File: src/rtl/assert_macros.svh
// assertion helpers for the rtl
`ifndef ASSERT_MACROS_SVH
`define ASSERT_MACROS_SVH

// same-cycle implication, checked outside reset
`define ASSERT_IMPLIES(label, clk, rst_n, ante, cons) \
    label: assert property (@(posedge clk) disable iff (!(rst_n)) (ante) |-> (cons)) \
        else $error("implication check failed");

// next-cycle implication, checked outside reset
`define ASSERT_NEXT(label, clk, rst_n, ante, cons) \
    label: assert property (@(posedge clk) disable iff (!(rst_n)) (ante) |=> (cons)) \
        else $error("next-cycle check failed");

`endif

File: src/rtl/sha_pkg.sv
package sha_pkg;

    typedef struct packed {
        logic [7:0] data_byte;
        logic       has_byte;
        logic       ends_message;
    } t_in_item;

    typedef struct packed {
        logic [31:0] digest_word;
        logic [2:0]  word_index;
        logic        last_word;
    } t_out_item;

    localparam logic [7:0] PAD_MARK    = 8'h80;
    localparam logic [6:0] LEN_POS     = 7'd56;
    localparam logic [6:0] LAST_BYTE   = 7'd63;
    localparam logic [5:0] LAST_ROUND  = 6'd63;
    localparam logic [2:0] LAST_WORD   = 3'd7;

    localparam logic [31:0] IV [8] = '{
        32'h6a09e667, 32'hbb67ae85, 32'h3c6ef372, 32'ha54ff53a,
        32'h510e527f, 32'h9b05688c, 32'h1f83d9ab, 32'h5be0cd19
    };

    localparam logic [31:0] K_ROUND [64] = '{
        32'h428a2f98, 32'h71374491, 32'hb5c0fbcf, 32'he9b5dba5,
        32'h3956c25b, 32'h59f111f1, 32'h923f82a4, 32'hab1c5ed5,
        32'hd807aa98, 32'h12835b01, 32'h243185be, 32'h550c7dc3,
        32'h72be5d74, 32'h80deb1fe, 32'h9bdc06a7, 32'hc19bf174,
        32'he49b69c1, 32'hefbe4786, 32'h0fc19dc6, 32'h240ca1cc,
        32'h2de92c6f, 32'h4a7484aa, 32'h5cb0a9dc, 32'h76f988da,
        32'h983e5152, 32'ha831c66d, 32'hb00327c8, 32'hbf597fc7,
        32'hc6e00bf3, 32'hd5a79147, 32'h06ca6351, 32'h14292967,
        32'h27b70a85, 32'h2e1b2138, 32'h4d2c6dfc, 32'h53380d13,
        32'h650a7354, 32'h766a0abb, 32'h81c2c92e, 32'h92722c85,
        32'ha2bfe8a1, 32'ha81a664b, 32'hc24b8b70, 32'hc76c51a3,
        32'hd192e819, 32'hd6990624, 32'hf40e3585, 32'h106aa070,
        32'h19a4c116, 32'h1e376c08, 32'h2748774c, 32'h34b0bcb5,
        32'h391c0cb3, 32'h4ed8aa4a, 32'h5b9cca4f, 32'h682e6ff3,
        32'h748f82ee, 32'h78a5636f, 32'h84c87814, 32'h8cc70208,
        32'h90befffa, 32'ha4506ceb, 32'hbef9a3f7, 32'hc67178f2
    };

    function automatic logic [31:0] rotr(input logic [31:0] x, input int unsigned n);
        rotr = (x >> n) | (x << (32 - n));
    endfunction

    function automatic logic [31:0] big_sig0(input logic [31:0] x);
        big_sig0 = rotr(x, 2) ^ rotr(x, 13) ^ rotr(x, 22);
    endfunction

    function automatic logic [31:0] big_sig1(input logic [31:0] x);
        big_sig1 = rotr(x, 6) ^ rotr(x, 11) ^ rotr(x, 25);
    endfunction

    function automatic logic [31:0] sml_sig0(input logic [31:0] x);
        sml_sig0 = rotr(x, 7) ^ rotr(x, 18) ^ (x >> 3);
    endfunction

    function automatic logic [31:0] sml_sig1(input logic [31:0] x);
        sml_sig1 = rotr(x, 17) ^ rotr(x, 19) ^ (x >> 10);
    endfunction

endpackage

File: src/rtl/sha_chan_if.sv
interface sha_chan_if #(parameter type t_payload = logic);
    logic     valid;
    logic     ready;
    t_payload payload;

    modport source (output valid, output payload, input ready);
    modport sink (input valid, input payload, output ready);
endinterface

File: src/rtl/sha256_stream_hasher_top.sv
// a plain byte word is loaded into the block; one that fills a block starts the rounds and the fold
// ending a message: pad bytes at one per cycle, then rounds and fold per padded block (one or two),
// then 8 digest words, one per cycle while the sink is ready
// input is taken only while idle, not during rounds, fold, padding or digest output;
// the single round unit serves all 64 rounds of a block
// reset: synchronous active low; chain back to initial hash, counters clear, no pending work
`include "assert_macros.svh"

module sha256_stream_hasher_top
    import sha_pkg::*;
(
    input  logic       i_clk,
    input  logic       i_rst_n,
    sha_chan_if.sink   i_in,
    sha_chan_if.source o_out
);

    typedef enum logic [2:0] {
        ST_IDLE,
        ST_ROUND,
        ST_FOLD,
        ST_PAD,
        ST_EMIT
    } t_state;

    t_state r_state, n_state;

    // chaining value and working variables a..h
    logic [31:0] r_chain [8];
    logic [31:0] n_chain [8];
    logic [31:0] r_work  [8];
    logic [31:0] n_work  [8];

    // message block doubles as the schedule window, word 0 oldest
    logic [31:0] r_win [16];
    logic [31:0] n_win [16];

    logic [60:0] r_count, n_count;
    logic [6:0]  r_fill, n_fill;
    logic [5:0]  r_round, n_round;
    logic [2:0]  r_idx, n_idx;
    logic        r_pad, n_pad;       // message is being finished
    logic        r_mark, n_mark;     // 0x80 already placed
    logic        r_lenblk, n_lenblk; // current block carries the bit length

    t_in_item    w_item;
    logic        w_in_acc;
    logic        w_out_acc;
    logic        w_shift;
    logic [7:0]  w_byte;
    logic [63:0] w_len_bits;
    logic [7:0]  w_len_byte;
    logic [31:0] w_sched;
    logic [31:0] w_word;
    logic [31:0] w_t1;
    logic [31:0] w_t2;

    assign w_item    = i_in.payload;
    assign i_in.ready = (r_state == ST_IDLE);
    assign w_in_acc  = i_in.valid && i_in.ready;

    assign o_out.valid               = (r_state == ST_EMIT);
    assign o_out.payload.digest_word = r_chain[r_idx];
    assign o_out.payload.word_index  = r_idx;
    assign o_out.payload.last_word   = (r_idx == LAST_WORD);
    assign w_out_acc = o_out.valid && o_out.ready;

    // length bytes go out most significant first at fill 56..63
    assign w_len_bits = {r_count, 3'b000};
    assign w_len_byte = w_len_bits[{~r_fill[2:0], 3'b000} +: 8];

    // round unit: one sha-256 round per cycle
    assign w_sched = r_win[0] + sml_sig0(r_win[1]) + r_win[9] + sml_sig1(r_win[14]);
    assign w_word  = (r_round[5:4] == 2'b00) ? r_win[0] : w_sched;
    assign w_t1 = r_work[7] + big_sig1(r_work[4])
                + ((r_work[4] & r_work[5]) ^ (~r_work[4] & r_work[6]))
                + K_ROUND[r_round] + w_word;
    assign w_t2 = big_sig0(r_work[0])
                + ((r_work[0] & r_work[1]) ^ (r_work[0] & r_work[2])
                ^ (r_work[1] & r_work[2]));

    always_comb begin
        n_state  = r_state;
        n_chain  = r_chain;
        n_work   = r_work;
        n_count  = r_count;
        n_fill   = r_fill;
        n_round  = r_round;
        n_idx    = r_idx;
        n_pad    = r_pad;
        n_mark   = r_mark;
        n_lenblk = r_lenblk;
        w_shift  = 1'b0;
        w_byte   = w_item.data_byte;

        case (r_state)
            ST_IDLE: begin
                if (w_in_acc) begin
                    if (w_item.has_byte) begin
                        w_shift = 1'b1;
                        n_fill  = r_fill + 7'd1;
                        n_count = r_count + 61'd1;
                    end
                    if (w_item.ends_message) begin
                        n_pad = 1'b1;
                    end
                    if (w_item.has_byte && r_fill == LAST_BYTE) begin
                        // block full: compress first, padding follows if ending
                        n_state = ST_ROUND;
                        n_fill  = '0;
                        n_work  = r_chain;
                    end else if (w_item.ends_message) begin
                        n_state = ST_PAD;
                    end
                end
            end
            ST_PAD: begin
                w_shift = 1'b1;
                if (!r_mark) begin
                    w_byte   = PAD_MARK;
                    n_mark   = 1'b1;
                    n_lenblk = (r_fill < LEN_POS);
                end else if (r_lenblk && r_fill >= LEN_POS) begin
                    w_byte = w_len_byte;
                end else begin
                    w_byte = 8'h00;
                end
                n_fill = r_fill + 7'd1;
                if (r_fill == LAST_BYTE) begin
                    n_state = ST_ROUND;
                    n_fill  = '0;
                    n_work  = r_chain;
                end
            end
            ST_ROUND: begin
                n_work[0] = w_t1 + w_t2;
                n_work[1] = r_work[0];
                n_work[2] = r_work[1];
                n_work[3] = r_work[2];
                n_work[4] = r_work[3] + w_t1;
                n_work[5] = r_work[4];
                n_work[6] = r_work[5];
                n_work[7] = r_work[6];
                n_round   = r_round + 6'd1;
                if (r_round == LAST_ROUND) begin
                    n_state = ST_FOLD;
                    n_round = '0;
                end
            end
            ST_FOLD: begin
                for (int i = 0; i < 8; i++) begin
                    n_chain[i] = r_chain[i] + r_work[i];
                end
                if (!r_pad) begin
                    n_state = ST_IDLE;
                end else if (r_lenblk) begin
                    n_state = ST_EMIT;
                    n_idx   = '0;
                end else begin
                    // mark not yet placed, or it left no room for the length: one more block
                    n_state = ST_PAD;
                    if (r_mark) begin
                        n_lenblk = 1'b1;
                    end
                end
            end
            ST_EMIT: begin
                if (w_out_acc) begin
                    n_idx = r_idx + 3'd1;
                    if (r_idx == LAST_WORD) begin
                        n_state  = ST_IDLE;
                        n_chain  = IV;
                        n_count  = '0;
                        n_fill   = '0;
                        n_pad    = 1'b0;
                        n_mark   = 1'b0;
                        n_lenblk = 1'b0;
                    end
                end
            end
            default: begin
                n_state = ST_IDLE;
            end
        endcase
    end

    // window: byte shift while loading, word rotate with new schedule word per round
    always_comb begin
        n_win = r_win;
        if (r_state == ST_ROUND) begin
            for (int i = 0; i < 15; i++) begin
                n_win[i] = r_win[i + 1];
            end
            n_win[15] = w_word;
        end else if (w_shift) begin
            for (int i = 0; i < 15; i++) begin
                n_win[i] = {r_win[i][23:0], r_win[i + 1][31:24]};
            end
            n_win[15] = {r_win[15][23:0], w_byte};
        end
    end

    always_ff @(posedge i_clk) begin
        r_win  <= n_win;
        r_work <= n_work;
        if (!i_rst_n) begin
            r_state  <= ST_IDLE;
            r_chain  <= IV;
            r_count  <= '0;
            r_fill   <= '0;
            r_round  <= '0;
            r_idx    <= '0;
            r_pad    <= 1'b0;
            r_mark   <= 1'b0;
            r_lenblk <= 1'b0;
        end else begin
            r_state  <= n_state;
            r_chain  <= n_chain;
            r_count  <= n_count;
            r_fill   <= n_fill;
            r_round  <= n_round;
            r_idx    <= n_idx;
            r_pad    <= n_pad;
            r_mark   <= n_mark;
            r_lenblk <= n_lenblk;
        end
    end

    // never take input while a digest word is on offer
    `ASSERT_IMPLIES(a_excl_sides, i_clk, i_rst_n, o_out.valid, !i_in.ready)
    // round counter rests at zero outside the rounds
    `ASSERT_IMPLIES(a_round_idle, i_clk, i_rst_n, r_state != ST_ROUND, r_round == '0)
    // digest only after the length block was placed
    `ASSERT_IMPLIES(a_emit_len, i_clk, i_rst_n, r_state == ST_EMIT, r_pad && r_mark && r_lenblk)
    // last word restarts the message
    `ASSERT_NEXT(a_restart, i_clk, i_rst_n, w_out_acc && o_out.payload.last_word,
        r_count == '0 && r_fill == '0 && i_in.ready)

endmodule

File: src/flat_wrapper.sv
// flat-port wrapper written by rule: the top's interface ports become plain ports
module sha256_stream_hasher_top_flat import sha_pkg::*;
  (i_clk, i_rst_n, i_in_valid, i_in_payload, i_in_ready, o_out_valid, o_out_payload, o_out_ready);
  sha_chan_if #(.t_payload(t_in_item)) i_in_i ();
  sha_chan_if #(.t_payload(t_out_item)) o_out_i ();
  input  logic i_clk;
  input  logic i_rst_n;
  input wire logic [$bits(i_in_i.valid)-1:0] i_in_valid;
  input wire logic [$bits(i_in_i.payload)-1:0] i_in_payload;
  output wire logic [$bits(i_in_i.ready)-1:0] i_in_ready;
  output wire logic [$bits(o_out_i.valid)-1:0] o_out_valid;
  output wire logic [$bits(o_out_i.payload)-1:0] o_out_payload;
  input wire logic [$bits(o_out_i.ready)-1:0] o_out_ready;
  assign i_in_i.valid = i_in_valid;
  assign i_in_i.payload = i_in_payload;
  assign i_in_ready = i_in_i.ready;
  assign o_out_valid = o_out_i.valid;
  assign o_out_payload = o_out_i.payload;
  assign o_out_i.ready = o_out_ready;
  sha256_stream_hasher_top u_core (.i_clk(i_clk), .i_rst_n(i_rst_n), .i_in(i_in_i), .o_out(o_out_i));
endmodule
File: config.mk
export PLATFORM = sky130hd
export DESIGN_NAME = sha256_stream_hasher_top_flat
export DESIGN_NICKNAME = d
export VERILOG_FILES = /design/src/rtl/sha_pkg.sv /design/src/rtl/sha_chan_if.sv /design/src/rtl/sha256_stream_hasher_top.sv /design/src/flat_wrapper.sv
export VERILOG_INCLUDE_DIRS = /design/src /design/src/rtl
export SDC_FILE = /design/constraint.sdc
export NUM_CORES = 2
export LEC_CHECK = 0
export BUFFER_PORTS_ARGS = -buffer_cell sky130_fd_sc_hd__clkbuf_2
export CELL_PAD_IN_SITES_DETAIL_PLACEMENT = 1
export CELL_PAD_IN_SITES_GLOBAL_PLACEMENT = 1
export CORE_MARGIN = 5
export CORE_UTILIZATION = 52
export CTS_BUF_LIST = sky130_fd_sc_hd__clkbuf_4
export DETAILED_ROUTE_END_ITERATION = 8
export PLACE_DENSITY_LB_ADDON = 0.1
export SLEW_MARGIN = 10
export SYNTH_ARGS = -nofsm -noshare
export SYNTH_HDL_FRONTEND = slang
export SYNTH_SLANG_ARGS = --single-unit
File: constraint.sdc
create_clock -name i_clk -period 26.9 [get_ports i_clk]
set_input_delay 1.345 -clock i_clk [delete_from_list [all_inputs] [get_ports i_clk]]
set_output_delay 1.345 -clock i_clk [all_outputs]
set_load 0.005 [all_outputs]
==> metrics.cfg <==
[clock_tree]
clkTransAtPathRegs_ns = 0.07
cts_made_buffers = 337
clock_sinks = 1107
worstSkewPairLatency_ns = 1.33
postCtsSetupBuffers = 0
h-tree-depth = 5
clockBufferDepth = 4
root_buffer = clkbuf_4
cts_tree = built
cts_resized = 0
ctsHoldBuffers = 0

[placed_design]
dp_hpwl_mm = 193
port_buffers = 51
gp_congestion = 0.981

[die]
die_w_um = 388
dieArea_sq_um = 151000
floorplan.initialDensity_pct = 52.4
std_cell_rows = 138
num_io_pins = 52
die_h_um = 388
coreArea_sq_um = 142000

[sta]
period_share_pct = 39.5
drv_slew = 0
relSlewSlack_pct = 23.4
fin_crit_ns = 10.61
setup_tns_ns = 0
finalHoldViolCount = 0
tightest_slew_ns = 1.14
rsz0062_at_grt = no
skew_ns = 0.138
max_freq_mhz = 94.2
setup_viol = 0

[worst_setup_path]
cpMostUsedCell = a21oi_1
endpoint_kind = flop
crit_arrival_ns = 11.71
reg2reg_slack_ns = 16.29
cpPeakStageDelay_ns = 0.55
critPathKind = reg2reg
start_kind = flop
cp_slowest_cell = fa_1
crit_fanout = 5
cp.required_ns = 28.00

[drt]
ant_nets = 0
drt_iter0_markers = 4813
vias_per_cell = 6.03
dr_total_vias = 63472
wl_per_cell_um = 25.1
firstDrtPassIters = 5
drc = 0
wirelength_mm = 264

[outcome]
status = finished, final reports clean

[synthesis]
syn_avg_cell_area_sq_um = 8.89
syn_area_sq_um = 74400
syn-num-nets = 8986
synth_top_flop_cell = edfxtp_1
ys_seq_area_share_pct = 40.1
yosysWarnings = 0
synthDistinctLibCells = 103
synth-edff-count = 768
ys_seq_elements = 1107
syn_inst = 8369
synthArstFlopShare_pct = 0

[global_route]
grt_max_degree = 212
grt_usage_pct = 34.1
antenna_found_initial = 9
grt_overflow = 0
grt_pass1_vias = 66296
grt_pass1_wl_mm = 397

[finish]
synthToLayoutAreaGrowth_pct = 8.04
layout-drive-gt1-share_pct = 9.88
multi_input_area_sq_um = 41500
nFillCells = 16622
fin_nets = 8995
seqCellArea_sq_um = 29900

[hold_path]
min_path_type = in2reg

[flow_run]
max_cap_violations = 0

[path summary, 6_finish.rpt]
path / start / end / cells after the start
worst max-delay path: u_core.r_win[53] / u_core.r_work[255] / 43
worst min-delay path: i_in_payload[9] / u_core.r_win[7] / 3
worst max register to register: u_core.r_win[53] / u_core.r_work[255] / 43
worst min register to register: u_core.r_win[241] / u_core.r_win[249] / 2
[layout make-up]
class | instances | area share (%)
flip-flops and latches | 1107 | 37.2
clock buffers | 509 | 4.75
multi-input cells | 6433 | 51.7
well taps | 1890 | 2.94
clock inverters | 87 | 0.557
inverters | 357 | 1.67
repair buffers | 142 | 1.23
diodes | 9 | 0.0280
[through the flow]
stage / util, % / hold slack, ns / instance area [sq um] / setup WS [ns] / cells
CTS: 56.6 / 0.294 / 80400 / 16.33 / 10525
finish: 56.6 / 0.414 / 80400 / 16.29 / 10534
detailed placement: 53.6 / 0.471 / 76100 / 16.39 / 9929
global placement: 53.6 / 0.463 / 76100 / 16.38 / 9929
global route: 56.6 / 0.341 / 80400 / 15.66 / 10531
floorplan: - / 0.441 / 74400 / 2.75 / 8369
[kinds of logic (layout without fill, tap and decap cells)]
| kind of cell | count (synthesis) | after routing | synth area share [%] |
|---|---|---|---|
| buffers and inverters | 829 | 1095 | 4.19 |
| muxes | 172 | 172 | 3.76 |
| and+or+nand+nor | 3417 | 3417 | 18.7 |
| AOI/OAI and AO/OA | 1614 | 1614 | 13.7 |
| DFF | 1107 | 1107 | 40.1 |
| other | 0 | 9 | 0 |
| xor gates and xnor gates | 609 | 609 | 7.19 |
| adders and majority gates | 621 | 621 | 12.4 |
[registers in the layout (all words and copies together), names as in the netlist]
register	count
u_core.r_chain	256
u_core.r_count	61
u_core.r_fill	7
u_core.r_idx	3
u_core.r_lenblk	1
u_core.r_mark	1
u_core.r_pad	1
u_core.r_round	6
u_core.r_state	3
u_core.r_win	512
u_core.r_work	256
[cells in the final DEF (no fill, tap or decap), types with 46 or more instances in the layout]
master and count:
a21o_1 164, a21oi_1 411, a22oi_1 63, buf_4 88
clkbuf_2 50, clkbuf_4 509, clkinv_1 74, dfxtp_1 333
edfxtp_1 768, fa_1 195, ha_1 408, inv_1 349
mux2i_1 53, mux4_2 82, nand2_1 2464, nand2b_1 72
nand3_1 102, nor2_1 461, nor2b_1 47, nor3_1 75
o21a_1 64, o21ai_0 378, o21ai_1 67, o22ai_1 92
or3_1 46, xnor2_1 382, xor2_1 226
[per-layer routing]
metal  part of all wire, %  track usage [%]
met1                    40             42.1
met2                    47             56.9
met3                   5.6             5.03
met4                   6.8             19.9
met5                0.0049                0
[worst max-delay path: cells and delay by family, from the launching register on]
family | cells | cell delay (ns)
AND/OR/NAND/NOR | 9 | 1.14
buffers and inverters | 5 | 0.42
AO/OA/AOI/OAI | 16 | 3.68
flip-flops | 1 | 0.51
adder cells (fa/ha/maj) | 8 | 3.22
XOR/XNOR | 5 | 1.48
[cells in the mapped netlist, types with 18 or more instances]
cell type | n | area, sq um
o21a_1 | 64 | 480
buf_1 | 41 | 154
mux2_2 | 36 | 405
nand2b_1 | 72 | 450
nor2_1 | 467 | 1750
edfxtp_1 | 768 | 23100
xnor2_1 | 382 | 3350
xor2_1 | 226 | 1980
or3_1 | 46 | 288
o21ai_1 | 67 | 335
ha_1 | 408 | 5100
o31ai_1 | 27 | 203
o22ai_1 | 92 | 576
clkbuf_1 | 428 | 1610
inv_1 | 350 | 1310
a22oi_1 | 63 | 473
nand4_1 | 25 | 156
o21bai_1 | 44 | 330
a31oi_1 | 38 | 238
mux4_2 | 82 | 1850
o211ai_1 | 31 | 233
a211oi_1 | 35 | 263
and3_1 | 41 | 257
mux2i_1 | 53 | 531
dfxtp_1 | 339 | 6790
o21ai_0 | 378 | 1890
maj3_1 | 18 | 180
nor2b_1 | 47 | 294
fa_1 | 195 | 3900
nor3_1 | 75 | 375
nand3_1 | 102 | 510
a21o_1 | 165 | 1240
nand2_1 | 2467 | 9260
a21oi_1 | 413 | 2070
Power is left out: the tool's default activity adds up to more than one toggle a clock period on the data nets, which glitch-free logic cannot reach.
